[src/design/image_download_flash_controller_top_macros.svh]
// Assertion macros for the image download flash controller.
`ifndef IMAGE_DOWNLOAD_FLASH_CONTROLLER_TOP_MACROS_SVH
`define IMAGE_DOWNLOAD_FLASH_CONTROLLER_TOP_MACROS_SVH
`ifndef SYNTH
`define IDFC_ASSERT_IMPL(label, clk, rst_n, prop) \
  label: assert property (@(posedge clk) disable iff (!rst_n) prop) \
    else $error("assertion failed: label");
`define IDFC_ASSERT_NEVER(label, clk, rst_n, expr) \
  label: assert property (@(posedge clk) disable iff (!rst_n) !(expr)) \
    else $error("assertion failed: label");
`else
`define IDFC_ASSERT_IMPL(label, clk, rst_n, prop)
`define IDFC_ASSERT_NEVER(label, clk, rst_n, expr)
`endif
`endif

[src/design/idfc_pkg.sv]
// ----------------------------------------------------------------------------
// idfc_pkg: shared constants and types
// Command, result kind and session state codes, geometry constants.
// ----------------------------------------------------------------------------
package idfc_pkg;
  localparam int WordBytes   = 32;
  localparam int SectorBytes = 131072;
  localparam int SectorCount = 7;
  localparam int ChunkMax    = 256;
  localparam int FillW   = $clog2(WordBytes + 1);
  localparam int WordIdxW = $clog2(WordBytes);
  localparam int SectShift = $clog2(SectorBytes);
  localparam int BeatsPerWord = (WordBytes + 7) / 8;
  localparam logic [31:0] CrcPoly = 32'h04C1_1DB7;
  localparam logic [19:0] SizeLimitRst = 20'd917504;
  localparam logic [19:0] TimeoutRst   = 20'd300000;
  localparam int CfgIdxW = 1;
  localparam logic [CfgIdxW-1:0] CFG_SIZE_LIMIT = 1'b0;
  localparam logic [CfgIdxW-1:0] CFG_TIMEOUT    = 1'b1;

  typedef enum logic [2:0] {
    CMD_START = 3'd0, CMD_DATA = 3'd1, CMD_COMMIT = 3'd2,
    CMD_FINISH = 3'd3, CMD_TICK = 3'd4, CMD_ABORT = 3'd5
  } cmd_t;
  typedef enum logic [1:0] {
    KIND_STATUS = 2'd0, KIND_ERASE = 2'd1, KIND_BEAT = 2'd2, KIND_FLAG = 2'd3
  } kind_t;
  typedef enum logic [2:0] {
    SS_IDLE = 3'd0, SS_STARTED = 3'd1, SS_VERIFY = 3'd2, SS_DONE = 3'd3,
    SS_ERROR = 3'd4
  } sess_t;
endpackage

[src/design/idfc_ram.sv]
// ----------------------------------------------------------------------------
// idfc_ram: generic simple dual-port RAM
// One write port and one read port, registered read data.
// ----------------------------------------------------------------------------
module idfc_ram #(
  parameter int Width = 8,
  parameter int Depth = 32
) (
  input  logic                     clk,
  input  logic                     we,
  input  logic [$clog2(Depth)-1:0] waddr,
  input  logic [Width-1:0]         wdata,
  input  logic [$clog2(Depth)-1:0] raddr,
  output logic [Width-1:0]         rdata
);
  logic [Width-1:0] mem_r [Depth];
  always_ff @(posedge clk) begin
    if (we) begin
      mem_r[waddr] <= wdata;
    end
    rdata <= mem_r[raddr];
  end
endmodule

[src/design/image_download_flash_controller_top.sv]
// ----------------------------------------------------------------------------
// image_download_flash_controller_top: firmware image download sequencer
// Erases sectors, packs bytes into flash words sent as program beats,
// runs a bit-serial CRC-32/MPEG-2, checks length and CRC, requests flag write.
// ----------------------------------------------------------------------------
//  channel | direction | contents
//  in_     | slave     | tdata = cmd, value, chunk_last
//  out_    | master    | tdata = payload fields, tlast = final result
//  cfg_    | write     | index 0 size_limit, index 1 timeout_ticks
//
// One command is worked at a time. A data byte passes through the CRC
// shifter, which moves one bit a cycle, and then loads the status. A byte
// that fills a word adds a flush step, a sector erase where needed and
// the four beats, each built from a RAM read and a shift for each byte.
// Start issues one erase per sector needed, then the status. Any result
// waits in the output register while the sequencer holds; the next
// command is taken once the status result leaves the output register.
// Reset is synchronous, active low, and needs no clearing pass: the word
// buffer is only read where it was written in the current session or is
// padded.
module image_download_flash_controller_top (
  input  logic         clk,
  input  logic         rst_n,
  input  logic         in_tvalid,
  output logic         in_tready,
  // [2:0] cmd, [34:3] value, [35] chunk_last, [39:36] zero
  input  logic [39:0]  in_tdata,
  output logic         out_tvalid,
  input  logic         out_tready,
  // [1:0] kind, [2] rejected, [5:3] session_state, [25:6] offset,
  // [27:26] beat_index, [91:28] beat_data, [111:92] image_size,
  // [143:112] image_crc, [163:144] written_bytes, [164] muted, [167:165] zero
  output logic [167:0] out_tdata,
  output logic         out_tlast,
  input  logic         cfg_we,
  input  logic [idfc_pkg::CfgIdxW-1:0] cfg_index,
  input  logic [19:0]  cfg_wdata
);
`include "image_download_flash_controller_top_macros.svh"

  typedef enum logic [3:0] {
    S_IDLE, S_ERASE, S_CRC, S_FLUSH, S_ERASE_W, S_RD, S_BEAT, S_STATUS
  } fsm_t;

  fsm_t fsm_r;
  logic [19:0] size_limit_r, timeout_r;
  idfc_pkg::sess_t sess_r;
  logic [19:0] img_size_r, written_r, cursor_r, idle_r;
  logic [idfc_pkg::FillW-1:0] fill_r;
  logic [idfc_pkg::SectorCount-1:0] erased_r;
  logic [31:0] crc_r, exp_r;
  logic [7:0]  byte_r;
  logic [3:0]  bit_r;
  logic        act_r, flag_r, rej_r, fin_r;
  logic [8:0]  chunk_r;
  logic [2:0]  sect_r, nsect_r;
  logic [1:0]  beat_r;
  logic [2:0]  bsub_r;
  logic [63:0] beat_sh_r;
  logic        ovalid_r, olast_r;
  logic [1:0]  okind_r;
  logic        orej_r;
  logic [19:0] ooff_r;
  logic [1:0]  obidx_r;
  logic [63:0] odata_r;
  logic        oflag_r;

  // word buffer
  logic ram_we;
  logic [idfc_pkg::WordIdxW-1:0] ram_waddr, ram_raddr;
  logic [7:0] ram_rdata;
  idfc_ram #(.Width(8), .Depth(idfc_pkg::WordBytes)) u_wbuf (
    .clk(clk), .we(ram_we), .waddr(ram_waddr), .wdata(byte_r),
    .raddr(ram_raddr), .rdata(ram_rdata)
  );

  logic [2:0] cmd;
  logic [31:0] val;
  logic cl;
  assign cmd = in_tdata[2:0];
  assign val = in_tdata[34:3];
  assign cl  = in_tdata[35];

  logic out_free;
  assign out_free  = !ovalid_r || out_tready;
  assign in_tready = (fsm_r == S_IDLE) && out_free;
  logic in_acc;
  assign in_acc = in_tvalid && in_tready;

  // byte address in the current beat and the word buffer ports
  logic [idfc_pkg::WordIdxW-1:0] rd_idx;
  assign rd_idx = idfc_pkg::WordIdxW'({beat_r, bsub_r});
  assign ram_raddr = rd_idx;
  assign ram_we = (fsm_r == S_CRC) && (bit_r == 4'd0);
  assign ram_waddr = fill_r[idfc_pkg::WordIdxW-1:0];

  logic [2:0] cur_sect;
  assign cur_sect = (cursor_r[19:idfc_pkg::SectShift] >= 3'(idfc_pkg::SectorCount))
                    ? 3'd7 : 3'(cursor_r[19:idfc_pkg::SectShift]);
  logic sect_bad;
  assign sect_bad = cursor_r[19:idfc_pkg::SectShift] >= 3'(idfc_pkg::SectorCount);

  logic [32:0] sz_ceil;
  assign sz_ceil = {1'b0, val} + 33'(idfc_pkg::SectorBytes - 1);

  logic crc_fb;
  assign crc_fb = crc_r[31] ^ byte_r[7];

  always_ff @(posedge clk) begin
    if (!rst_n) begin
      fsm_r <= S_IDLE;
      size_limit_r <= idfc_pkg::SizeLimitRst;
      timeout_r <= idfc_pkg::TimeoutRst;
      sess_r <= idfc_pkg::SS_IDLE;
      img_size_r <= '0; written_r <= '0; cursor_r <= '0; idle_r <= '0;
      fill_r <= '0; erased_r <= '0; crc_r <= '1; act_r <= 1'b0;
      flag_r <= 1'b0; chunk_r <= '0; ovalid_r <= 1'b0;
    end else begin
      if (cfg_we) begin
        if (cfg_index == idfc_pkg::CFG_SIZE_LIMIT) size_limit_r <= cfg_wdata;
        if (cfg_index == idfc_pkg::CFG_TIMEOUT) timeout_r <= cfg_wdata;
      end
      if (ovalid_r && out_tready) ovalid_r <= 1'b0;
      case (fsm_r)
        S_IDLE: begin
          if (in_acc) begin
            rej_r <= 1'b0;
            fsm_r <= S_STATUS;
            case (cmd)
              idfc_pkg::CMD_START: begin
                act_r <= 1'b1; idle_r <= '0;
                if (val == 32'd0 || val > {12'd0, size_limit_r}) begin
                  sess_r <= idfc_pkg::SS_ERROR; rej_r <= 1'b1;
                end else begin
                  img_size_r <= val[19:0];
                  written_r <= '0; fill_r <= '0; cursor_r <= '0;
                  erased_r <= '0; flag_r <= 1'b0; chunk_r <= '0; crc_r <= '1;
                  sess_r <= idfc_pkg::SS_STARTED;
                  nsect_r <= (sz_ceil[32:idfc_pkg::SectShift] >
                              (33 - idfc_pkg::SectShift)'(idfc_pkg::SectorCount))
                             ? 3'(idfc_pkg::SectorCount)
                             : 3'(sz_ceil[32:idfc_pkg::SectShift]);
                  sect_r <= '0;
                  fsm_r <= S_ERASE;
                end
              end
              idfc_pkg::CMD_DATA: begin
                if (sess_r != idfc_pkg::SS_STARTED) begin
                  rej_r <= 1'b1;
                end else if (chunk_r >= 9'(idfc_pkg::ChunkMax)) begin
                  rej_r <= 1'b1;
                end else if (written_r >= img_size_r) begin
                  sess_r <= idfc_pkg::SS_ERROR; rej_r <= 1'b1;
                end else begin
                  chunk_r <= chunk_r + 9'd1;
                  byte_r <= val[7:0];
                  bit_r <= '0;
                  written_r <= written_r + 20'd1;
                  act_r <= 1'b1; idle_r <= '0;
                  fsm_r <= S_CRC;
                end
                if (cl) chunk_r <= '0;
              end
              idfc_pkg::CMD_COMMIT: begin
                if (flag_r) begin
                  flag_r <= 1'b0; sess_r <= idfc_pkg::SS_DONE;
                end
              end
              idfc_pkg::CMD_FINISH: begin
                if (sess_r != idfc_pkg::SS_STARTED) begin
                  rej_r <= 1'b1;
                end else if (written_r != img_size_r) begin
                  sess_r <= idfc_pkg::SS_ERROR; rej_r <= 1'b1;
                end else begin
                  act_r <= 1'b1; idle_r <= '0;
                  exp_r <= val; fin_r <= 1'b1;
                  fsm_r <= (fill_r != '0) ? S_FLUSH : S_STATUS;
                  // the CRC is final here, so every padded beat shows the outcome
                  if (crc_r != val) begin
                    sess_r <= idfc_pkg::SS_ERROR; rej_r <= 1'b1;
                  end else begin
                    sess_r <= idfc_pkg::SS_VERIFY;
                    if (fill_r == '0) flag_r <= 1'b1;
                  end
                end
              end
              idfc_pkg::CMD_TICK: begin
                if (act_r && sess_r != idfc_pkg::SS_VERIFY &&
                    sess_r != idfc_pkg::SS_DONE) begin
                  if ((idle_r == '1 ? idle_r : idle_r + 20'd1) >= timeout_r) begin
                    sess_r <= idfc_pkg::SS_IDLE; img_size_r <= '0;
                    written_r <= '0; fill_r <= '0; cursor_r <= '0;
                    erased_r <= '0; crc_r <= '1; act_r <= 1'b0;
                    idle_r <= '0; chunk_r <= '0; flag_r <= 1'b0;
                  end else if (idle_r != '1) begin
                    idle_r <= idle_r + 20'd1;
                  end
                end
              end
              idfc_pkg::CMD_ABORT: begin
                sess_r <= idfc_pkg::SS_IDLE; img_size_r <= '0;
                written_r <= '0; fill_r <= '0; cursor_r <= '0;
                erased_r <= '0; crc_r <= '1; act_r <= 1'b0;
                idle_r <= '0; chunk_r <= '0; flag_r <= 1'b0;
              end
              default: rej_r <= 1'b1;
            endcase
            fin_r <= (cmd == idfc_pkg::CMD_FINISH);
            oflag_r <= (cmd == idfc_pkg::CMD_COMMIT) && flag_r;
          end
        end
        S_ERASE: begin
          // one erase per cycle while the output is free, from sector 0 up
          if (sect_r == nsect_r) begin
            fsm_r <= S_STATUS;
          end else if (out_free) begin
            ovalid_r <= 1'b1; olast_r <= 1'b0; okind_r <= idfc_pkg::KIND_ERASE;
            orej_r <= 1'b0; ooff_r <= 20'(sect_r) << idfc_pkg::SectShift;
            obidx_r <= '0; odata_r <= '0;
            erased_r[sect_r] <= 1'b1;
            sect_r <= sect_r + 3'd1;
          end
        end
        S_CRC: begin
          // shift the byte through the CRC one bit a cycle
          if (bit_r == 4'd0) fill_r <= fill_r + 1'b1;
          if (bit_r == 4'd8) begin
            fsm_r <= (fill_r == idfc_pkg::FillW'(idfc_pkg::WordBytes))
                     ? S_FLUSH : S_STATUS;
          end else begin
            crc_r <= crc_fb ? ({crc_r[30:0], 1'b0} ^ idfc_pkg::CrcPoly)
                            : {crc_r[30:0], 1'b0};
            byte_r <= {byte_r[6:0], 1'b0};
            bit_r <= bit_r + 4'd1;
          end
        end
        S_FLUSH: begin
          beat_r <= '0; bsub_r <= '0;
          if (sect_bad) begin
            sess_r <= idfc_pkg::SS_ERROR; rej_r <= 1'b1;
            fsm_r <= S_STATUS;
          end else begin
            fsm_r <= erased_r[cur_sect] ? S_RD : S_ERASE_W;
          end
        end
        S_ERASE_W: begin
          if (out_free) begin
            ovalid_r <= 1'b1; olast_r <= 1'b0; okind_r <= idfc_pkg::KIND_ERASE;
            orej_r <= 1'b0; ooff_r <= 20'(cur_sect) << idfc_pkg::SectShift;
            obidx_r <= '0; odata_r <= '0;
            erased_r[cur_sect] <= 1'b1;
            fsm_r <= S_RD;
          end
        end
        S_RD: begin
          // address issued; data arrives next cycle
          fsm_r <= S_BEAT;
        end
        S_BEAT: begin
          // collect each byte read from the word buffer into the beat shifter
          beat_sh_r <= {(rd_idx < fill_r[idfc_pkg::WordIdxW-1:0] ||
                         fill_r == idfc_pkg::FillW'(idfc_pkg::WordBytes))
                        ? ram_rdata : 8'hFF, beat_sh_r[63:8]};
          if (bsub_r == 3'd7) begin
            fsm_r <= S_STATUS;
            if (out_free) begin
              ovalid_r <= 1'b1; olast_r <= 1'b0; okind_r <= idfc_pkg::KIND_BEAT;
              orej_r <= 1'b0; ooff_r <= cursor_r; obidx_r <= beat_r;
              odata_r <= {(rd_idx < fill_r[idfc_pkg::WordIdxW-1:0] ||
                           fill_r == idfc_pkg::FillW'(idfc_pkg::WordBytes))
                          ? ram_rdata : 8'hFF, beat_sh_r[63:8]};
              if (beat_r == 2'(idfc_pkg::BeatsPerWord - 1)) begin
                cursor_r <= cursor_r + 20'(idfc_pkg::WordBytes);
                fill_r <= '0;
                if (fin_r && crc_r == exp_r) flag_r <= 1'b1;
              end else begin
                beat_r <= beat_r + 2'd1; bsub_r <= '0;
                fsm_r <= S_RD;
              end
            end else begin
              // hold: replay the last byte once the output frees
              fsm_r <= S_RD;
              beat_sh_r <= beat_sh_r;
            end
          end else begin
            bsub_r <= bsub_r + 3'd1;
            fsm_r <= S_RD;
          end
        end
        S_STATUS: begin
          if (out_free) begin
            ovalid_r <= 1'b1; olast_r <= 1'b1;
            okind_r <= oflag_r ? idfc_pkg::KIND_FLAG : idfc_pkg::KIND_STATUS;
            orej_r <= oflag_r ? 1'b0 : rej_r;
            ooff_r <= '0; obidx_r <= '0; odata_r <= '0;
            fsm_r <= S_IDLE;
          end
        end
        default: fsm_r <= S_IDLE;
      endcase
    end
  end

  assign out_tvalid = ovalid_r;
  assign out_tlast  = olast_r;
  assign out_tdata  = {3'd0, act_r, written_r,
                       (okind_r == idfc_pkg::KIND_FLAG) ? crc_r : 32'd0,
                       (okind_r == idfc_pkg::KIND_FLAG) ? img_size_r : 20'd0,
                       odata_r, obidx_r, ooff_r, sess_r, orej_r, okind_r};

  `IDFC_ASSERT_NEVER(a_ready_busy, clk, rst_n, in_tready && fsm_r != S_IDLE)
  `IDFC_ASSERT_IMPL(a_stat_last, clk, rst_n,
    (fsm_r == S_STATUS && out_free) |=> (out_tvalid && out_tlast))
  `IDFC_ASSERT_NEVER(a_fill_over, clk, rst_n,
    fill_r > idfc_pkg::FillW'(idfc_pkg::WordBytes))
  `IDFC_ASSERT_IMPL(a_acc_leaves, clk, rst_n, in_acc |=> fsm_r != S_IDLE)
endmodule

[config.mk]
export PLATFORM = sky130hd
export DESIGN_NAME = image_download_flash_controller_top
export DESIGN_NICKNAME = d
export VERILOG_FILES = /design/src/design/idfc_pkg.sv /design/src/design/idfc_ram.sv /design/src/design/image_download_flash_controller_top.sv
export VERILOG_INCLUDE_DIRS = /design/src /design/src/design
export SDC_FILE = /design/constraint.sdc
export NUM_CORES = 1
export LEC_CHECK = 0
export ABC_CLOCK_PERIOD_IN_PS = 15600
export BUFFER_PORTS_ARGS = -buffer_cell sky130_fd_sc_hd__buf_2
export CAP_MARGIN = 10
export CORE_MARGIN = 2
export CORE_UTILIZATION = 60
export CTS_BUF_LIST = sky130_fd_sc_hd__clkbuf_8
export CTS_CLUSTER_DIAMETER = 150
export CTS_CLUSTER_SIZE = 28
export DETAILED_ROUTE_END_ITERATION = 8
export PLACE_DENSITY = 0.8
export REMOVE_ABC_BUFFERS = 1
export SYNTH_ARGS = -nofsm -noshare
export SYNTH_HDL_FRONTEND = slang
export SYNTH_HIERARCHICAL = 1
export SYNTH_SLANG_ARGS = --single-unit
[constraint.sdc]
create_clock -name clk -period 15.6 [get_ports clk]
set_clock_uncertainty 0.1 [all_clocks]
set_input_delay 3.12 -clock clk [delete_from_list [all_inputs] [get_ports clk]]
set_output_delay 3.12 -clock clk [all_outputs]
set_load 0.02 [all_outputs]
==> metrics.yaml <==
placedCellCount: 3055
worst_slack_ns: 8.45
synth_top_area_share_pct: 47.2
slew-limit-headroom_pct: 22.7
drc: 0
cts_tree: "done"
yosysWarningCount: 6
crit_path_start: "out_tready"
synth-compound-area-share_pct: 8.52
synth_top_cell_by_area: "edfxtp_1"
portBuffers: 224
p_leak_nw: 11.2
nets: 2611
finalHoldViolCount: 0
timing.setup.tns_ns: 0
muxShareOfSynthArea_pct: 6.83
clkTransAtPathRegs_ns: 0.16
ys_seq_area_share_pct: 60.1
clkLatencyLatePin_ns: 0.69
clock.fmax_mhz: 140
cp_common_cell: "buf_2"
post_dp_cell_area_sq_um: 30400
synth_area_sq_um: 28900
grt_max_degree: 83
num_rows: 80
overflow: 0
cts-htree-levels: 1
design_area_sq_um: 30900
top_layer_used: "met4"
critPathMaxFanout: 8
async_reset_ff_share_pct: 0
ys.flop_type: "edfxtp_1"
die-area_sq_um: 50000
yosys.area_share.adder_pct: 3.29
seqPwrFrac_pct: 60.4
route.vias.total: 19500
combPwrFrac_pct: 20.7
ys_ff_latch: 641
wl_mm: 67.4
wl_met1_mm: 27.2
r2r_start: "idle_r[0]$_SDFFE_PN0P_"
grt_pass1_wl_mm: 106
worst_pin_slew_ns: 1.16
ctsHoldBuffers: 0
antenna_found_initial: 3
wl_per_cell_um: 21.7
drive_gt1_share_pct: 16.6
hp-start: "beat_sh_r[62]$_DFFE_PP_"
rsz0062_at_grt: "false"
synth_area_leaders: "edfxtp_1 47%, dfxtp_1 13%, mux4_2 6.2%"
p_per_area_nw_per_um2: 109
outcome: "finished, final reports clean"
finalPower_w: 0.00336
via_per_inst: 6.28
cts_setup_buffers: 0
start_util_pct: 60.7
grt_usage_pct: 26.9
cpPeakStageDelay_ns: 0.27
cts_made_buffers: 26
fp.dieH_um: 224
critical_path_required_ns: 12.38
crit_path_start_kind: "primary input"
first_iter_violations: 2194
crit_arrival_ns: 3.93
period_share_pct: 45.8
crit_chain: "buf_2 -> nand2b_1 -> and2_1 -> buf_2"
syn_to_final_growth_pct: 6.74
avgSynthCellArea_sq_um: 12.4
min_period_ns: 7.15
wl_met3_mm: 5.06
cts_sinks: 641
dr_wl_met2_mm: 33.0
p_switching_w: 0.00102
drt.antenna.violating_nets: 0
ios: 237
p_sw_share_pct: 30.4
clock-root-buffer: "clkbuf_8"
core_sq_um: 47600
yosysMostFrequentCell: "edfxtp_1"
yosys.cell_types.count: 86
synth_top_family_by_area: "simple AND/OR/NAND/NOR gates"
synth-edff-count: 455
cp-end-kind: "output pin"
crit_slowest_cell: "nand2b_1"
cts_buffer_depth: 3
instances_no_fill: 3107
grt_pass1_vias: 18800
worstHoldPathType: "flop to flop"
syn-instance-count: 2331
drv_slew: 0
die_w_um: 224
synth_common_cells: "455 x edfxtp_1, 186 x dfxtp_1, 180 x nand2_1"
cts_resized: 0
ir_drop_mv: 0.0670
yosys.area_share.simple_pct: 14.2
pwr-share-clk_pct: 18.9
internal_power_w: 0.00234
drv_cap: 0
hpwlAfterDp_mm: 46.7
yosys.area_share.xor_xnor_pct: 3.60
place_ws_ns: 8.47
setup_viol: 0
crit_type: "primary input to output pin"
gp_congestion: 0.983
dr.pass1.iters: 6
## final cells by class
| cell class | count | area, sq um |
|---|---|---|
| inverter | 92 | 345 |
| clock inverter | 22 | 88.8 |
| fill | 3549 | 16800 |
| clock buffer | 26 | 358 |
| antenna | 3 | 7.51 |
| sequential | 641 | 17400 |
| timing repair buffer | 245 | 1300 |
| tap | 615 | 769 |
| multi-input combinational | 1463 | 10600 |
## state kept, by name, indices dropped and copies added, names as in the netlist, 4 cells and up
signal and flops:
u_wbuf/mem_r 256, odata_r 64, beat_sh_r 56, crc_r 32, exp_r 32, idle_r 20, img_size_r 20, size_limit_r 20
timeout_r 20, written_r 20, cursor_r 15, ooff_r 15, chunk_r 9, byte_r 8, u_wbuf/rdata 8, erased_r 7
fill_r 6, bit_r 4
## power by group through the flow
stage,Sequential [W],Combinational [W],Clock (W)
global route,0.00204,0.000747,0.000696
CTS,0.00203,0.000690,0.000641
global placement,0.00206,0.000672,0
detailed placement,0.00207,0.000687,0
floorplan,0.00215,0.000345,0
finish,0.00203,0.000696,0.000633
## cell families (layout without fill, tap and decap cells)
group / Yosys count / after routing
XOR/XNOR: 119 / 119
AO/OA/AOI/OAI: 396 / 396
multiplexers: 96 / 96
buffers and inverters: 234 / 385
AND/OR/NAND/NOR: 768 / 768
flip-flops: 641 / 641
adder cells (fa/ha/maj): 76 / 76
other: 1 / 11
## path summary, 6_finish.rpt
kind | endpoint | cells past startpoint | slack (ns)
hold reg to reg | beat_sh_r[54]$_DFFE_PP_ | 0 | 0.36
setup / recovery | in_tready | 4 | 8.45
setup reg to reg | cursor_r[13]$_SDFFE_PN0P_ | 18 | 9.54
hold / removal | beat_sh_r[54]$_DFFE_PP_ | 0 | 0.36
## critical path, delay by kind of cell
family                 cells  cell delay [ns]
buffers and inverters      2             0.27
and+or+nand+nor            2             0.53
## stage by stage
stage / hold slack [ns] / utilization, %
2_1_floorplan: 0.318 / -
3_3_place_gp: 0.320 / 63.8
3_5_place_dp: 0.325 / 63.8
4_1_cts: 0.360 / 64.8
5_1_grt: 0.365 / 64.8
6_report: 0.358 / 64.8
## metal layers
layer  vias to the layer above  global-route usage [%]
met5                         -                       0
met4                         0                    9.68
met3                       150                    3.19
met2                       860                    44.7
met1                      9595                    36.9
li1                       8899                       -
## layout by cell type, fill, tap and decap left out, drive strengths merged, types with 56 or more instances in the layout
cell type  instances
a21oi            152
nand3             60
o21ai            117
nand2            180
xor2              63
edfxtp           455
buf              245
xnor2             56
mux4              80
inv              113
and3             157
dfxtp            186
ha                76
nor2             148
No activity file was read; power rests on OpenSTA's default activity.
